===== src/rtl/ifd_pkg.sv =====
package ifd_pkg;

  localparam int SampleBitsDefault = 16;

  localparam logic [2:0] CFG_ACCEL_LIMIT = 3'd0;
  localparam logic [2:0] CFG_ROT_LIMIT   = 3'd1;
  localparam logic [2:0] CFG_CANCEL      = 3'd2;
  localparam logic [2:0] CFG_SETTLE      = 3'd3;
  localparam logic [2:0] CFG_STILL       = 3'd4;
  localparam logic [2:0] CFG_DOT_LIMIT   = 3'd5;

  localparam logic [1:0] EV_NONE    = 2'd0;
  localparam logic [1:0] EV_IMPACT  = 2'd1;
  localparam logic [1:0] EV_POSSIBLE = 2'd2;
  localparam logic [1:0] EV_CONFIRM = 2'd3;

  typedef struct packed {
    logic signed [15:0] accel_x;
    logic signed [15:0] accel_y;
    logic signed [15:0] accel_z;
    logic signed [15:0] rate_x;
    logic signed [15:0] rate_y;
    logic signed [15:0] rate_z;
    logic signed [15:0] quat_w;
    logic signed [15:0] quat_x;
    logic signed [15:0] quat_y;
    logic signed [15:0] quat_z;
    logic [31:0]        now_ms;
  } in_item_t;

  typedef struct packed {
    logic [1:0]         event_res;
    logic signed [15:0] rec_accel_x;
    logic signed [15:0] rec_accel_y;
    logic signed [15:0] rec_accel_z;
    logic signed [15:0] rec_rate_x;
    logic signed [15:0] rec_rate_y;
    logic signed [15:0] rec_rate_z;
    logic [31:0]        rec_time;
    logic [31:0]        rec_accel_square;
    logic [31:0]        rec_rate_square;
    logic [16:0]        rec_dot_square;
  } out_item_t;

  typedef struct packed {
    logic [14:0] impact_accel_limit;
    logic [14:0] impact_rotation_limit;
    logic [14:0] motion_cancel_limit;
    logic [15:0] settle_ms;
    logic [15:0] stillness_ms;
    logic [16:0] dot_square_limit;
  } cfg_t;

endpackage


===== src/rtl/ifd_front.sv =====
// front: squares accel and gyro magnitudes, one product per cycle
module ifd_front #(
  parameter int SAMPLE_BITS = 16,
  parameter int SQ_BITS = 2 * SAMPLE_BITS + 2
) (
  input  logic              clk,
  input  logic              rst,
  input  ifd_pkg::in_item_t in_item,
  input  logic              in_valid,
  output logic              in_stall,
  output ifd_pkg::in_item_t q_item,
  output logic [SQ_BITS-1:0] q_acc_sq,
  output logic [SQ_BITS-1:0] q_rot_sq,
  output logic              q_valid,
  input  logic              q_stall
);
  import ifd_pkg::*;

  in_item_t                 item;
  logic                     busy;
  logic [2:0]               step;
  logic [SQ_BITS-1:0]       acc;
  logic [SQ_BITS-1:0]       racc;
  logic signed [SAMPLE_BITS-1:0] opnd;
  logic [SAMPLE_BITS-1:0]   mag;
  logic [2*SAMPLE_BITS-1:0] prod;

  assign in_stall = busy | q_valid;

  always_comb begin
    case (step)
      3'd0: opnd = SAMPLE_BITS'(item.accel_x);
      3'd1: opnd = SAMPLE_BITS'(item.accel_y);
      3'd2: opnd = SAMPLE_BITS'(item.accel_z);
      3'd3: opnd = SAMPLE_BITS'(item.rate_x);
      3'd4: opnd = SAMPLE_BITS'(item.rate_y);
      default: opnd = SAMPLE_BITS'(item.rate_z);
    endcase
    mag  = opnd[SAMPLE_BITS-1] ? SAMPLE_BITS'(-opnd) : SAMPLE_BITS'(opnd);
    prod = mag * mag;
  end

  always_ff @(posedge clk) begin
    if (rst) begin
      busy    <= 1'b0;
      q_valid <= 1'b0;
      step    <= 3'd0;
    end else begin
      if (q_valid && !q_stall) q_valid <= 1'b0;
      if (!busy && !q_valid && in_valid) begin
        item <= in_item;
        busy <= 1'b1;
        step <= 3'd0;
        acc  <= '0;
        racc <= '0;
      end else if (busy) begin
        if (step < 3'd3) acc <= acc + SQ_BITS'(prod);
        else racc <= racc + SQ_BITS'(prod);
        step <= step + 3'd1;
        if (step == 3'd5) begin
          busy     <= 1'b0;
          q_valid  <= 1'b1;
          q_item   <= item;
          q_acc_sq <= acc;
          q_rot_sq <= racc + SQ_BITS'(prod);
        end
      end
    end
  end
endmodule


===== config.mk =====
export PLATFORM = sky130hd
export DESIGN_NAME = ifd_front
export DESIGN_NICKNAME = d
export VERILOG_FILES = /design/src/rtl/ifd_pkg.sv /design/src/rtl/ifd_front.sv
export SDC_FILE = /design/constraint.sdc
export NUM_CORES = 1
export LEC_CHECK = 0
export ABC_AREA = 1
export BUFFER_PORTS_ARGS = -buffer_cell sky130_fd_sc_hd__buf_2
export CORE_MARGIN = 4
export CORE_UTILIZATION = 52
export CTS_CLUSTER_SIZE = 12
export DETAILED_ROUTE_END_ITERATION = 8
export PLACE_DENSITY = 0.77
export SLEW_MARGIN = 5
export SYNTH_ARGS = -nofsm -noshare
export SYNTH_HDL_FRONTEND = slang
export SYNTH_SLANG_ARGS = --single-unit

===== constraint.sdc =====
create_clock -name clk -period 12.5 [get_ports clk]
set_clock_uncertainty 0.1 [all_clocks]
set_input_delay 0.625 -clock clk [delete_from_list [all_inputs] [get_ports clk]]
set_output_delay 0.625 -clock clk [all_outputs]
set_load 0.02 [all_outputs]

==> metrics, run 1 <==
status=completed; Worst Max-Slew Pin Slew=1.18 ns; setup TNS=0 ns; Worst Hold Depth=1; RSZ-0062 raised after global routing=false; most frequent cells in the layout=520 x edfxtp_1, 457 x buf_2, 408 x inv_1; largest net degree at the start of global routing=194; Synth Flop Type=edfxtp_1; layout cell share with drive strength beyond 1=20.6%; die width=242 µm; P&R area growth vs syn=16.7%; DRT Wirelength=78.4 mm; io pins=458; most frequent CP cell=inv_1; Critical Path End Type=flop; FF/Latch Area=0.0157 mm²; via count=19900; dpl hpwl=60.8 mm; GR Overflow Total=0; leading cell type in the layout, fill and taps excluded=edfxtp_1; Max Clock Freq=0.0885 GHz; GR Util All Layers=26.3%; CTS tree=built; die area=0.0587 mm²; worst reg2reg path depth=42; drt via density=5.36; # DRC=0; DR WL/cell=21.2 µm; syn_area_per_cell=11.6 µm²; root buf cell=clkbuf_16; number of global-route vias before repair=20400; largest stage delay on the critical path=0.71 ns; relative slew slack=21.6%; Worst-Skew Late Latency=0.62 ns; FFs w/ async S/R, synth=0%; area of the multi-input gates=0.0111 mm²; synthesis-stage register bit count=525; Unique masters post-synth=57; TritonCTS Buffers=54; Slew Limit Fails=0; Final Hold Viols=0; # H-tree levels=2; clk slew on worst S/H paths=0.06 ns; cts repair resizes=0; Setup-failing EPs final=0; post-synthesis sequential area ratio=55.0%; initial DRC count=1580; crit-path max FO=26; initial core utilization=52.8%; core area=0.0541 mm²; drt pass-1 iters=5; first-pass GRT wire length=119 mm; initial antenna violation count=12; total setup buffers inserted after CTS=0; Worst Hold Class=in -> reg; antenna-violating nets left=0; post-synthesis cell area=0.0286 mm²; count of port buffers added during placement=457; WP data arrival=11.56 ns; fin crit period=11.30 ns; Slowest-stage cell, CP=dfxtp_1; RD Place Congestion=0.977; number of max-cap violations=0; die height=242 µm; fill count=4251; Critical Path Source Type=flop; post-synthesis cell count=2454; Setup CP Type=reg -> reg; Clock Path Buffers=3; final worst slack=1.20 ns; final hold slack=0.0801 ns; number of synthesized flops with an enable pin=520; # clock sinks=525; Post-CTS Hold Fix Bufs=0; period utilization=90.4%; Synthesis Warnings=0; NumNets Final=3483; fin util=61.6%; row count=85; Critical Path RT=12.76 ns; Place WS=1.38 ns
-- flip-flops by register name, indices dropped and copies added (netlist names) --
signal and flops:
item 192, q_item 192, acc 34, q_acc_sq 34, q_rot_sq 34, racc 34, step 3, busy 1
q_valid 1
-- cell families after synthesis --
logic type / after synthesis / synth area share, %
compound gates: 296 / 6.05
xor+xnor: 61 / 1.98
fa+ha+maj: 328 / 18.6
buf+inv: 450 / 6.22
flops: 525 / 55.0
other cells: 2 / 0.0263
simple gates: 792 / 12.1
-- Yosys cell counts, types with 3 or more instances --
cell type / number / share of area, %
dfxtp_1: 5 / 0.35
a31oi_1: 15 / 0.33
o21bai_1: 14 / 0.37
o21a_1: 11 / 0.29
nand3_4: 3 / 0.18
ha_1: 168 / 7.4
a221oi_1: 3 / 0.092
nor3_1: 17 / 0.30
o2111ai_1: 3 / 0.092
buf_6: 9 / 0.35
nand2_2: 12 / 0.26
nand3b_1: 5 / 0.13
nor4_1: 6 / 0.13
or2_2: 4 / 0.088
inv_2: 13 / 0.17
nand3_1: 56 / 0.98
nor2_1: 227 / 3.0
o21ai_0: 82 / 1.4
xor2_1: 37 / 1.1
clkbuf_1: 10 / 0.13
xnor2_1: 22 / 0.67
nand3_2: 6 / 0.21
a21boi_0: 5 / 0.13
nor2_4: 9 / 0.35
o211ai_1: 7 / 0.18
nor2_2: 11 / 0.24
a21oi_1: 122 / 2.1
inv_1: 408 / 5.4
nand4_1: 18 / 0.39
fa_1: 160 / 11
edfxtp_1: 520 / 55
nand2_4: 4 / 0.16
and2_1: 3 / 0.066
a21o_1: 21 / 0.55
buf_2: 5 / 0.088
nand2_1: 403 / 5.3
-- stage by stage --
step | std cells | cell area [µm²]
CTS | 3690 | 33300
floorplan | 2463 | 28600
detailed placement | 3599 | 31700
finish | 3705 | 33300
global placement | 3599 | 31700
global route | 3703 | 33300
-- metal layers --
metal	GRT usage, %	wire length (µm)
met3	5.95	6350
met5	0	0
met1	33.9	31300
met4	9.20	2650
met2	44.2	38100
-- critical path: cells and delay by family, from the launching register on --
family | cells | cell delay (ns)
and+or+nand+nor | 14 | 2.80
buffers and inverters | 9 | 1.03
adders and majority gates | 9 | 3.73
AOI/OAI and AO/OA | 9 | 2.25
xor gates and xnor gates | 1 | 0.43
DFF | 1 | 0.71
-- layout make-up --
| class | instances | share of cell area, % |
|---|---|---|
| diodes | 15 | 0.113 |
| clock buffers | 75 | 4.41 |
| clock inverters | 16 | 0.488 |
| inverters | 424 | 4.79 |
| multi-input cells | 1488 | 33.4 |
| flip-flops and latches | 525 | 47.1 |
| well taps | 696 | 2.61 |
| repair buffers | 466 | 7.10 |
-- worst paths after layout --
path / startpoint / end / slack, ns
setup reg to reg: step[2] / racc[29] / 1.20
hold / removal: in_item[23] / item[23] / 0.08
setup / recovery: step[2] / racc[29] / 1.20
hold reg to reg: item[74] / q_item[74] / 0.31
Power of run 1 is not shown: default switching activity piles up to over one toggle a cycle in this logic, so the estimate is an artifact.
==> run 2, diff against run 1 <==
CORE_MARGIN = 1   (was 4)
==> run 2 against run 1 <==
Non-clock buffer count decreased by 2; highest routed layer is now met5; global-route usage increased by 2.0 points; critical endpoint is now racc[30]; cell area about the same; worst hold slack got worse by 0.015 ns; via count decreased by 0.61%.
==> metrics, run 2 (synthesis gave the netlist of run 1 again) <==
RD Place Congestion=0.972 (was 0.977); Worst-Skew Late Latency=0.63 ns (was 0.62 ns); core area=0.0540 mm² (was 0.0541 mm²); io pins=458 (unchanged); Largest delay share family, worst path=adder cells (unchanged); Slew Limit Fails=0 (unchanged); NumNets Final=3482 (was 3483); fin crit period=11.28 ns (was 11.30 ns); TritonCTS Buffers=55 (was 54); die area=0.0559 mm² (was 0.0587 mm²); die height=236 µm (was 242 µm); Clock Path Buffers=3 (unchanged); number of global-route vias before repair=20600 (was 20400); Critical Path RT=12.75 ns (was 12.76 ns); final worst slack=1.22 ns (was 1.20 ns); largest stage delay on the critical path=0.71 ns (about the same); period utilization=90.3% (was 90.4%); WP data arrival=11.54 ns (was 11.56 ns); drt via density=5.34 (was 5.36); Slowest-stage cell, CP=dfxtp_1 (unchanged); CTS tree=built (unchanged); Setup-failing EPs final=0 (unchanged); Critical Path Source Type=flop (unchanged); Worst Hold Class=in -> reg (unchanged); antenna-violating nets left=0 (unchanged); status=completed (unchanged); number of max-cap violations=0 (unchanged); via count=19700 (was 19900); RSZ-0062 raised after global routing=false (unchanged); initial core utilization=52.9% (was 52.8%); Worst Max-Slew Pin Slew=1.21 ns (was 1.18 ns); setup TNS=0 ns (unchanged); first-pass GRT wire length=119 mm (about the same); GR Overflow Total=0 (unchanged); relative slew slack=19.1% (was 21.6%); count of port buffers added during placement=457 (unchanged); drt pass-1 iters=6 (was 5); # DRC=0 (unchanged); Max Clock Freq=0.0886 GHz (was 0.0885 GHz); layout cell share with drive strength beyond 1=20.6% (about the same); worst path bufs/invs=6 (was 9); clk slew on worst S/H paths=0.06 ns (about the same); total setup buffers inserted after CTS=0 (unchanged); largest net degree at the start of global routing=193 (was 194); initial DRC count=1563 (was 1580); DRT Wirelength=78.8 mm (was 78.4 mm); row count=85 (unchanged); Top Registers=item (192), q_item (192) (unchanged); Critical Path End Type=flop (unchanged); root buf cell=clkbuf_16 (unchanged); fill count=4286 (was 4251); P&R area growth vs syn=16.8% (was 16.7%); Setup CP Type=reg -> reg (unchanged); Place WS=1.30 ns (was 1.38 ns); leading cell type in the layout, fill and taps excluded=edfxtp_1 (unchanged); GR Util All Layers=28.3% (was 26.3%); # clock sinks=525 (unchanged); # H-tree levels=2 (unchanged); Final Hold Viols=0 (unchanged); Post-CTS Hold Fix Bufs=0 (unchanged); initial antenna violation count=16 (was 12); die width=236 µm (was 242 µm); most frequent CP cell=nand2_1 (was inv_1); DR WL/cell=21.3 µm (was 21.2 µm); dpl hpwl=61.0 mm (was 60.8 mm); crit-path max FO=26 (unchanged); cts repair resizes=0 (unchanged); most frequent cells in the layout=520 x edfxtp_1, 457 x buf_2, 408 x inv_1 (unchanged)
## run 2: cell count changes in the layout (fill, tap and decap cells not counted)
cell / before / now
clkbuf_1: 17 / 9
clkbuf_8: 4 / 0
buf_4: 8 / 5
clkinv_2: 5 / 8
clkinv_1: 6 / 8
clkinv_16: 1 / 3
diode_2: 15 / 13
buf_12: 1 / 2
bufinv_16: 1 / 2
clkbuf_16: 54 / 55
clkinv_8: 1 / 0
clkinvlp_4: 2 / 1
inv_16: 1 / 0
inv_6: 1 / 2
## run 2: path summary, 6_finish.rpt
check | startpoint | to | slack (ns) | cells past startpoint
setup reg to reg | step[2] | racc[30] | 1.22 | 40
setup / recovery | step[2] | racc[30] | 1.22 | 40
hold reg to reg | item[64] | q_item[64] | 0.32 | 0
hold / removal | in_item[14] | item[14] | 0.06 | 1
## run 2: final cells by class
class                   instances  area [µm²]  area share (%)
flip-flops and latches        525       15700            47.1
multi-input cells            1488       11100            33.4
repair buffers                464        2360            7.09
inverters                     424        1600            4.79
clock buffers                  64        1410            4.23
well taps                     696         871            2.61
clock inverters                22         240           0.720
diodes                         13        32.5          0.0975
## run 2: worst register-to-register path, delay by kind of cell, from the launching register on
kind	cells	cell delay (ns)
AO/OA/AOI/OAI	5	1.17
AND/OR/NAND/NOR	18	3.64
buffers and inverters	6	0.80
XOR/XNOR	2	0.68
flip-flops	1	0.71
adder cells (fa/ha/maj)	9	3.91
## run 2: metal layers
metal	part of all wire, %	routed length, µm	track usage (%)	vias to the layer above
met4	3.5	2740	10.7	4
met1	40	31700	36.5	9595
met2	49	38400	47.6	809
li1	-	-	-	9179
met5	0.029	23	0	-
met3	7.4	5840	5.36	142
## run 2: metrics by stage
stage | cell area [µm²] | hold WS [ns] | instances | utilization (%)
after floorplan | 28600 | 0.300 | 2463 | -
after global placement | 31700 | 0.300 | 3597 | 58.6
after detailed placement | 31700 | 0.305 | 3597 | 58.6
after CTS | 33300 | 0.0323 | 3683 | 61.7
after global routing | 33400 | 0.0406 | 3694 | 61.7
final | 33400 | 0.0647 | 3696 | 61.7
Power of run 2 is left out for the same reason.
