$ cat src/rtl/ifd_pkg.sv
package ifd_pkg;

  localparam int SampleBitsDefault = 16;

  localparam logic [2:0] CFG_ACCEL_LIMIT = 3'd0;
  localparam logic [2:0] CFG_ROT_LIMIT   = 3'd1;
  localparam logic [2:0] CFG_CANCEL      = 3'd2;
  localparam logic [2:0] CFG_SETTLE      = 3'd3;
  localparam logic [2:0] CFG_STILL       = 3'd4;
  localparam logic [2:0] CFG_DOT_LIMIT   = 3'd5;

  localparam logic [1:0] EV_NONE    = 2'd0;
  localparam logic [1:0] EV_IMPACT  = 2'd1;
  localparam logic [1:0] EV_POSSIBLE = 2'd2;
  localparam logic [1:0] EV_CONFIRM = 2'd3;

  typedef struct packed {
    logic signed [15:0] accel_x;
    logic signed [15:0] accel_y;
    logic signed [15:0] accel_z;
    logic signed [15:0] rate_x;
    logic signed [15:0] rate_y;
    logic signed [15:0] rate_z;
    logic signed [15:0] quat_w;
    logic signed [15:0] quat_x;
    logic signed [15:0] quat_y;
    logic signed [15:0] quat_z;
    logic [31:0]        now_ms;
  } in_item_t;

  typedef struct packed {
    logic [1:0]         event_res;
    logic signed [15:0] rec_accel_x;
    logic signed [15:0] rec_accel_y;
    logic signed [15:0] rec_accel_z;
    logic signed [15:0] rec_rate_x;
    logic signed [15:0] rec_rate_y;
    logic signed [15:0] rec_rate_z;
    logic [31:0]        rec_time;
    logic [31:0]        rec_accel_square;
    logic [31:0]        rec_rate_square;
    logic [16:0]        rec_dot_square;
  } out_item_t;

  typedef struct packed {
    logic [14:0] impact_accel_limit;
    logic [14:0] impact_rotation_limit;
    logic [14:0] motion_cancel_limit;
    logic [15:0] settle_ms;
    logic [15:0] stillness_ms;
    logic [16:0] dot_square_limit;
  } cfg_t;

endpackage

$ cat src/rtl/ifd_back.sv
// back: mode machine, quaternion dot and the record
module ifd_back #(
  parameter int SAMPLE_BITS = 16,
  parameter int SQ_BITS = 2 * SAMPLE_BITS + 2
) (
  input  logic               clk,
  input  logic               rst,
  input  ifd_pkg::cfg_t      cfg,
  input  ifd_pkg::in_item_t  q_item,
  input  logic [SQ_BITS-1:0] q_acc_sq,
  input  logic [SQ_BITS-1:0] q_rot_sq,
  input  logic               q_valid,
  output logic               q_stall,
  output ifd_pkg::out_item_t out_item,
  output logic               out_valid,
  input  logic               out_stall
);
  import ifd_pkg::*;

  localparam logic [1:0] MODE_IDLE   = 2'd0;
  localparam logic [1:0] MODE_IMPACT = 2'd1;
  localparam logic [1:0] MODE_STILL  = 2'd2;

  localparam logic [2:0] ST_WAIT = 3'd0;
  localparam logic [2:0] ST_DOT  = 3'd1;
  localparam logic [2:0] ST_CLAMP = 3'd2;
  localparam logic [2:0] ST_SQ   = 3'd3;
  localparam logic [2:0] ST_DONE = 3'd4;

  logic [1:0]  mode;
  logic [31:0] mark_time;
  logic signed [15:0] start_q [4];
  logic signed [15:0] rec_motion [6];
  logic [31:0] rec_time, rec_asq, rec_rsq;
  logic [16:0] rec_dot;

  logic [2:0]  st;
  logic [1:0]  k;
  logic signed [34:0] dot;
  logic [28:0] dmag;
  logic [57:0] dsq_full;
  logic [16:0] dsq;
  logic signed [15:0] qa, qb;
  logic signed [31:0] qprod;
  logic [31:0] elapsed;
  logic [29:0] lim_acc, lim_rot, lim_can;

  assign q_stall = (st != ST_DONE) || out_valid;
  assign elapsed = q_item.now_ms - mark_time;
  assign lim_acc = cfg.impact_accel_limit * cfg.impact_accel_limit;
  assign lim_rot = cfg.impact_rotation_limit * cfg.impact_rotation_limit;
  assign lim_can = cfg.motion_cancel_limit * cfg.motion_cancel_limit;

  always_comb begin
    case (k)
      2'd0: begin qa = start_q[0]; qb = q_item.quat_w; end
      2'd1: begin qa = start_q[1]; qb = q_item.quat_x; end
      2'd2: begin qa = start_q[2]; qb = q_item.quat_y; end
      default: begin qa = start_q[3]; qb = q_item.quat_z; end
    endcase
    qprod    = qa * qb;
    dsq_full = dmag * dmag;
  end

  function automatic logic [31:0] sat32(input logic [SQ_BITS-1:0] v);
    if (v > SQ_BITS'(33'h0FFFFFFFF)) sat32 = 32'hFFFFFFFF;
    else sat32 = 32'(v);
  endfunction

  always_ff @(posedge clk) begin
    if (rst) begin
      mode      <= MODE_IDLE;
      mark_time <= '0;
      st        <= ST_WAIT;
      out_valid <= 1'b0;
      k         <= '0;
      rec_time  <= '0;
      rec_asq   <= '0;
      rec_rsq   <= '0;
      rec_dot   <= '0;
      for (int i = 0; i < 6; i++) rec_motion[i] <= '0;
    end else begin
      if (out_valid && !out_stall) out_valid <= 1'b0;
      case (st)
        ST_WAIT: begin
          if (q_valid && !out_valid) begin
            dot <= '0;
            k   <= '0;
            st  <= (mode == MODE_IMPACT && {16'd0, cfg.settle_ms} < elapsed)
                   ? ST_DOT : ST_DONE;
          end
        end
        ST_DOT: begin
          dot <= dot + 35'(qprod);
          k   <= k + 2'd1;
          if (k == 2'd3) st <= ST_CLAMP;
        end
        ST_CLAMP: begin
          if (dot > 35'sd268435456 || dot < -35'sd268435456) dmag <= 29'd268435456;
          else if (dot < 0) dmag <= 29'(-dot);
          else dmag <= 29'(dot);
          st <= ST_SQ;
        end
        ST_SQ: begin
          dsq <= 17'(dsq_full >> 40);
          st  <= ST_DONE;
        end
        default: begin
          // commit one item and present its result
          out_item.event_res <= EV_NONE;
          case (mode)
            MODE_IDLE: begin
              if (q_acc_sq > SQ_BITS'(lim_acc) && q_rot_sq > SQ_BITS'(lim_rot)) begin
                mode       <= MODE_IMPACT;
                mark_time  <= q_item.now_ms;
                start_q[0] <= q_item.quat_w;
                start_q[1] <= q_item.quat_x;
                start_q[2] <= q_item.quat_y;
                start_q[3] <= q_item.quat_z;
                out_item.event_res <= EV_IMPACT;
              end
            end
            MODE_IMPACT: begin
              if ({16'd0, cfg.settle_ms} < elapsed) begin
                if (dsq < cfg.dot_square_limit) begin
                  mode          <= MODE_STILL;
                  mark_time     <= q_item.now_ms;
                  rec_motion[0] <= 16'(SAMPLE_BITS'(q_item.accel_x));
                  rec_motion[1] <= 16'(SAMPLE_BITS'(q_item.accel_y));
                  rec_motion[2] <= 16'(SAMPLE_BITS'(q_item.accel_z));
                  rec_motion[3] <= 16'(SAMPLE_BITS'(q_item.rate_x));
                  rec_motion[4] <= 16'(SAMPLE_BITS'(q_item.rate_y));
                  rec_motion[5] <= 16'(SAMPLE_BITS'(q_item.rate_z));
                  rec_time      <= q_item.now_ms;
                  rec_asq       <= sat32(q_acc_sq);
                  rec_rsq       <= sat32(q_rot_sq);
                  rec_dot       <= dsq;
                  out_item.event_res <= EV_POSSIBLE;
                end else begin
                  mode <= MODE_IDLE;
                end
              end
            end
            MODE_STILL: begin
              if (q_rot_sq > SQ_BITS'(lim_can)) begin
                mode <= MODE_IDLE;
              end else if ({16'd0, cfg.stillness_ms} < elapsed) begin
                mode <= MODE_IDLE;
                out_item.event_res <= EV_CONFIRM;
              end
            end
            default: mode <= MODE_IDLE;
          endcase
          out_valid <= 1'b1;
          st        <= ST_WAIT;
        end
      endcase
    end
  end

  // record fields reflect the record after this item's update
  always_comb begin
    out_item.rec_accel_x      = rec_motion[0];
    out_item.rec_accel_y      = rec_motion[1];
    out_item.rec_accel_z      = rec_motion[2];
    out_item.rec_rate_x       = rec_motion[3];
    out_item.rec_rate_y       = rec_motion[4];
    out_item.rec_rate_z       = rec_motion[5];
    out_item.rec_time         = rec_time;
    out_item.rec_accel_square = rec_asq;
    out_item.rec_rate_square  = rec_rsq;
    out_item.rec_dot_square   = rec_dot;
  end
endmodule

$ cat config.mk
export PLATFORM = sky130hd
export DESIGN_NAME = ifd_back
export DESIGN_NICKNAME = d
export VERILOG_FILES = /design/src/rtl/ifd_pkg.sv /design/src/rtl/ifd_back.sv
export SDC_FILE = /design/constraint.sdc
export NUM_CORES = 2
export LEC_CHECK = 0
export ABC_AREA = 1
export BUFFER_PORTS_ARGS = -buffer_cell sky130_fd_sc_hd__buf_2
export CAP_MARGIN = 20
export CORE_AREA = 5 5 490 492
export DETAILED_ROUTE_END_ITERATION = 8
export DIE_AREA = 0 0 495 497
export SYNTH_ARGS = -nofsm -noshare
export SYNTH_HDL_FRONTEND = slang
export SYNTH_SLANG_ARGS = --single-unit
export TNS_END_PERCENT = 50
$ cat constraint.sdc
create_clock -name clk -period 19.6 [get_ports clk]
set_input_delay 2.94 -clock clk [delete_from_list [all_inputs] [get_ports clk]]
set_output_delay 2.94 -clock clk [all_outputs]
set_load 0.02 [all_outputs]
==> qor.tcl <==
set qor(critical-path-top-cell-by-count) {sky130_fd_sc_hd__inv_1}
set qor(route.detailed.vias_per_inst) 4.53
set qor(via_count) 57200
set qor(max_freq_mhz) 88.4
set qor(period_minus_slack_ns) 11.31
set qor(timing.hold.worst.start) {rec_dot[12]}
set qor(final_cell_area_um2) 83200
set qor(io_buffer_count) 570
set qor(average_detailed_routed_wire_length_per_instance_um) 18.9
set qor(synth-seq-cells) 396
set qor(cts_root_buf) {sky130_fd_sc_hd__clkbuf_16}
set qor(clock_tree.htree_level_count) 2
set qor(worst_skew_pair.late_latency_ns) 0.71
set qor(drt_first_iter_violations) 3523
set qor(detailroute.wirelength.met3_um) 13800
set qor(post_cts_buffers) 0
set qor(place_inst) 12400
set qor(initial_core_util_pct) 31.8
set qor(grt_setup_unrepaired) {no}
set qor(cts_num_sinks) 396
set qor(timing.rr.start) {k[1]}
set qor(floorplan.die.height_um) 497
set qor(wl_met2_um) 111000
set qor(max_slew.worst_pin.slew_ns) 1.25
set qor(critical_path_required_ns) 19.88
set qor(yosys_warnings) 0
set qor(antenna_found_initial) 68
set qor(post_synth_edffs) 243
set qor(timing.critical_path.slowest_cell_delay_ns) 0.64
set qor(synth-main-ff-cell) {sky130_fd_sc_hd__edfxtp_1}
set qor(final_layout_worst_hold_slack_ns) 0.440
set qor(crit_slowest_cell) {sky130_fd_sc_hd__buf_4}
set qor(dp_hpwl_um) 203000
set qor(ant_nets) 0
set qor(area_of_the_multi_input_gates_um2) 53900
set qor(worstSetupStartpoint) {cfg[82]}
set qor(setup_viol) 0
set qor(worstSetupPathType) {primary input to register}
set qor(cts.reportedPaths.clkPinSlew_ns) 0.06
set qor(first_global_vias) 59100
set qor(met1Wirelength_um) 102000
set qor(die-area_um2) 246000
set qor(ys_seq_area_share_pct) 13.9
set qor(syn2layout_area_growth_pct) 11.4
set qor(gpl.final_weighted_congestion) 0.935
set qor(layout_worst_path_cycle_share_pct) 57.7
set qor(synth_cell_type_count) 55
set qor(syn_nets) 11400
set qor(cts_tree) {done}
set qor(dieWidth_um) 495
set qor(drv.max_cap_violation_count) 0
set qor(critPathLaunchType) {primary input}
set qor(finalNetCount) 11800
set qor(synthDominantCellAreaShare_pct) 36.8
set qor(wl_um) 239000
set qor(globalRoute.totalOverflow) 0
set qor(detail_route.drc_violations) 0
set qor(drtPass1Iterations) 5
set qor(placed_cell_area_um2) 81000
set qor(fin_worst_skew_ns) 0.0523
set qor(fill_cells) 24600
set qor(filler_free_cell_count_of_the_finished_design) 12600
set qor(run_status) {complete, no violations}
set qor(share_of_synthesized_registers_carrying_an_async_set_or_reset_pct) 0
set qor(grt_max_degree) 81
set qor(avgSynthCellArea_um2) 8.44
set qor(yosys-top-cells-area) {sky130_fd_sc_hd__fa_1 37%, sky130_fd_sc_hd__ha_1 13%, sky130_fd_sc_hd__inv_1 12%}
set qor(num_io_pins) 571
set qor(hold_violation_total_from_the_final_report) 0
set qor(path_buf_inv) 10
set qor(dr.max_layer_used) {met5}
set qor(grt_pass1_wl_um) 364000
set qor(cts_buffer_depth) 3
set qor(worstPathMaxFanout) 64
set qor(synthCells) 8854
set qor(endpoint_kind) {register}
set qor(core_area_um2) 235000
set qor(synth.cell_area_um2) 74700
set qor(grtUsageTotal_pct) 19.4
set qor(worstPathArrival_ns) 11.59
set qor(regArea_um2) 10400
set qor(placementRows) 178
set qor(crit_family) {adder cells}
set qor(postCtsResizedCells) 0
set qor(finalSetupTns_ns) 0
set qor(final_max_slew_viol_count) 0
set qor(ctsHoldBuffers) 0
set qor(cts_made_buffers) 54
set qor(fraction_of_layout_instances_using_a_drive_strength_above_1_pct) 9.50
set qor(synthDominantAreaCellType) {sky130_fd_sc_hd__fa_1}
set qor(timing.hold.worst.class) {register to register}
set qor(timing.max_slew.rel_slack_pct) 16.6
[tightest hold or removal path: cells and delay by family, from the launching register on]
family	cells	cell delay (ns)
flip-flops	1	0.32
AND/OR/NAND/NOR	2	0.10
[layout make-up]
cell class | count | share of cell area [%]
multi-input cells | 5728 | 64.8
clock buffers | 68 | 1.76
flip-flops and latches | 396 | 12.4
well taps | 3150 | 4.73
inverters | 2497 | 11.3
repair buffers | 643 | 4.09
clock inverters | 34 | 0.544
diodes | 121 | 0.364
[sequential cells by signal (all words and copies together), names as in the netlist]
| register | cells |
|---|---|
| dmag | 29 |
| dot | 35 |
| dsq | 17 |
| k | 2 |
| mark_time | 32 |
| mode | 2 |
| out_item | 2 |
| out_valid | 1 |
| rec_asq | 32 |
| rec_dot | 17 |
| rec_motion | 96 |
| rec_rsq | 32 |
| rec_time | 32 |
| st | 3 |
| start_q | 64 |
[worst paths after layout]
kind,cells past startpoint,slack (ns),end
setup / recovery,37,8.29,start_q[0][4]
setup reg to reg,26,10.99,dot[34]
hold reg to reg,2,0.44,rec_dot[12]
hold / removal,2,0.44,rec_dot[12]
[cells in the mapped netlist (all sizes together) (104+ instances only)]
cell type,instances
fa,1374
nand2,1840
nand3,138
xnor2,104
dfxtp,153
inv,2486
clkbuf,166
edfxtp,243
nor2,543
a21oi,325
o21ai,204
ha,788
[metal layers]
metal  global-route usage, %  up-vias
met5                       0        -
met4                    8.43       24
met3                    2.59      337
met2                    31.8     1522
met1                    25.6    28000
li1                        -    27300
[logic make-up (layout without fill, tap and decap cells)]
logic type      count (synthesis)  count (layout)  synth area share, %
buf+inv                      2730            3242                 14.0
simple gates                 2657            2657                 14.4
fa+ha+maj                    2162            2162                 50.0
compound gates                725             725                 5.55
flops                         396             396                 13.9
xor+xnor                      183             183                 2.15
mux                             1               1               0.0151
other cells                     0             121                    0
[placed cells by master, fill, tap and decap left out, types with 9 or more instances in the layout]
| cell | n |
|---|---|
| sky130_fd_sc_hd__inv_1 | 2478 |
| sky130_fd_sc_hd__nand2_1 | 1741 |
| sky130_fd_sc_hd__fa_1 | 1374 |
| sky130_fd_sc_hd__ha_1 | 788 |
| sky130_fd_sc_hd__buf_2 | 570 |
| sky130_fd_sc_hd__nor2_1 | 532 |
| sky130_fd_sc_hd__a21oi_1 | 320 |
| sky130_fd_sc_hd__edfxtp_1 | 243 |
| sky130_fd_sc_hd__o21ai_0 | 203 |
| sky130_fd_sc_hd__dfxtp_1 | 153 |
| sky130_fd_sc_hd__nand3_1 | 131 |
| sky130_fd_sc_hd__diode_2 | 121 |
| sky130_fd_sc_hd__xnor2_1 | 104 |
| sky130_fd_sc_hd__nand2_2 | 97 |
| sky130_fd_sc_hd__xor2_1 | 79 |
| sky130_fd_sc_hd__buf_4 | 72 |
| sky130_fd_sc_hd__clkbuf_16 | 55 |
| sky130_fd_sc_hd__nor3_1 | 49 |
| sky130_fd_sc_hd__nand4_1 | 45 |
| sky130_fd_sc_hd__o22ai_1 | 33 |
| sky130_fd_sc_hd__a22o_1 | 32 |
| sky130_fd_sc_hd__a31oi_1 | 23 |
| sky130_fd_sc_hd__o21a_1 | 22 |
| sky130_fd_sc_hd__o21bai_1 | 21 |
| sky130_fd_sc_hd__nor4_1 | 16 |
| sky130_fd_sc_hd__o211ai_1 | 15 |
| sky130_fd_sc_hd__or2_2 | 15 |
| sky130_fd_sc_hd__clkinv_1 | 13 |
| sky130_fd_sc_hd__a21o_1 | 11 |
| sky130_fd_sc_hd__clkinv_2 | 9 |
| sky130_fd_sc_hd__clkbuf_1 | 9 |
[metrics by stage]
stage               util, %  setup WS, ns
global route           35.4          7.66
detailed placement     34.5          7.56
CTS                    35.3          8.28
global placement       34.5          7.63
finish                 35.5          8.29
floorplan                 -          7.00
Power is not shown: default switching activity piles up to over one toggle a cycle in this logic, so the estimate is an artifact.
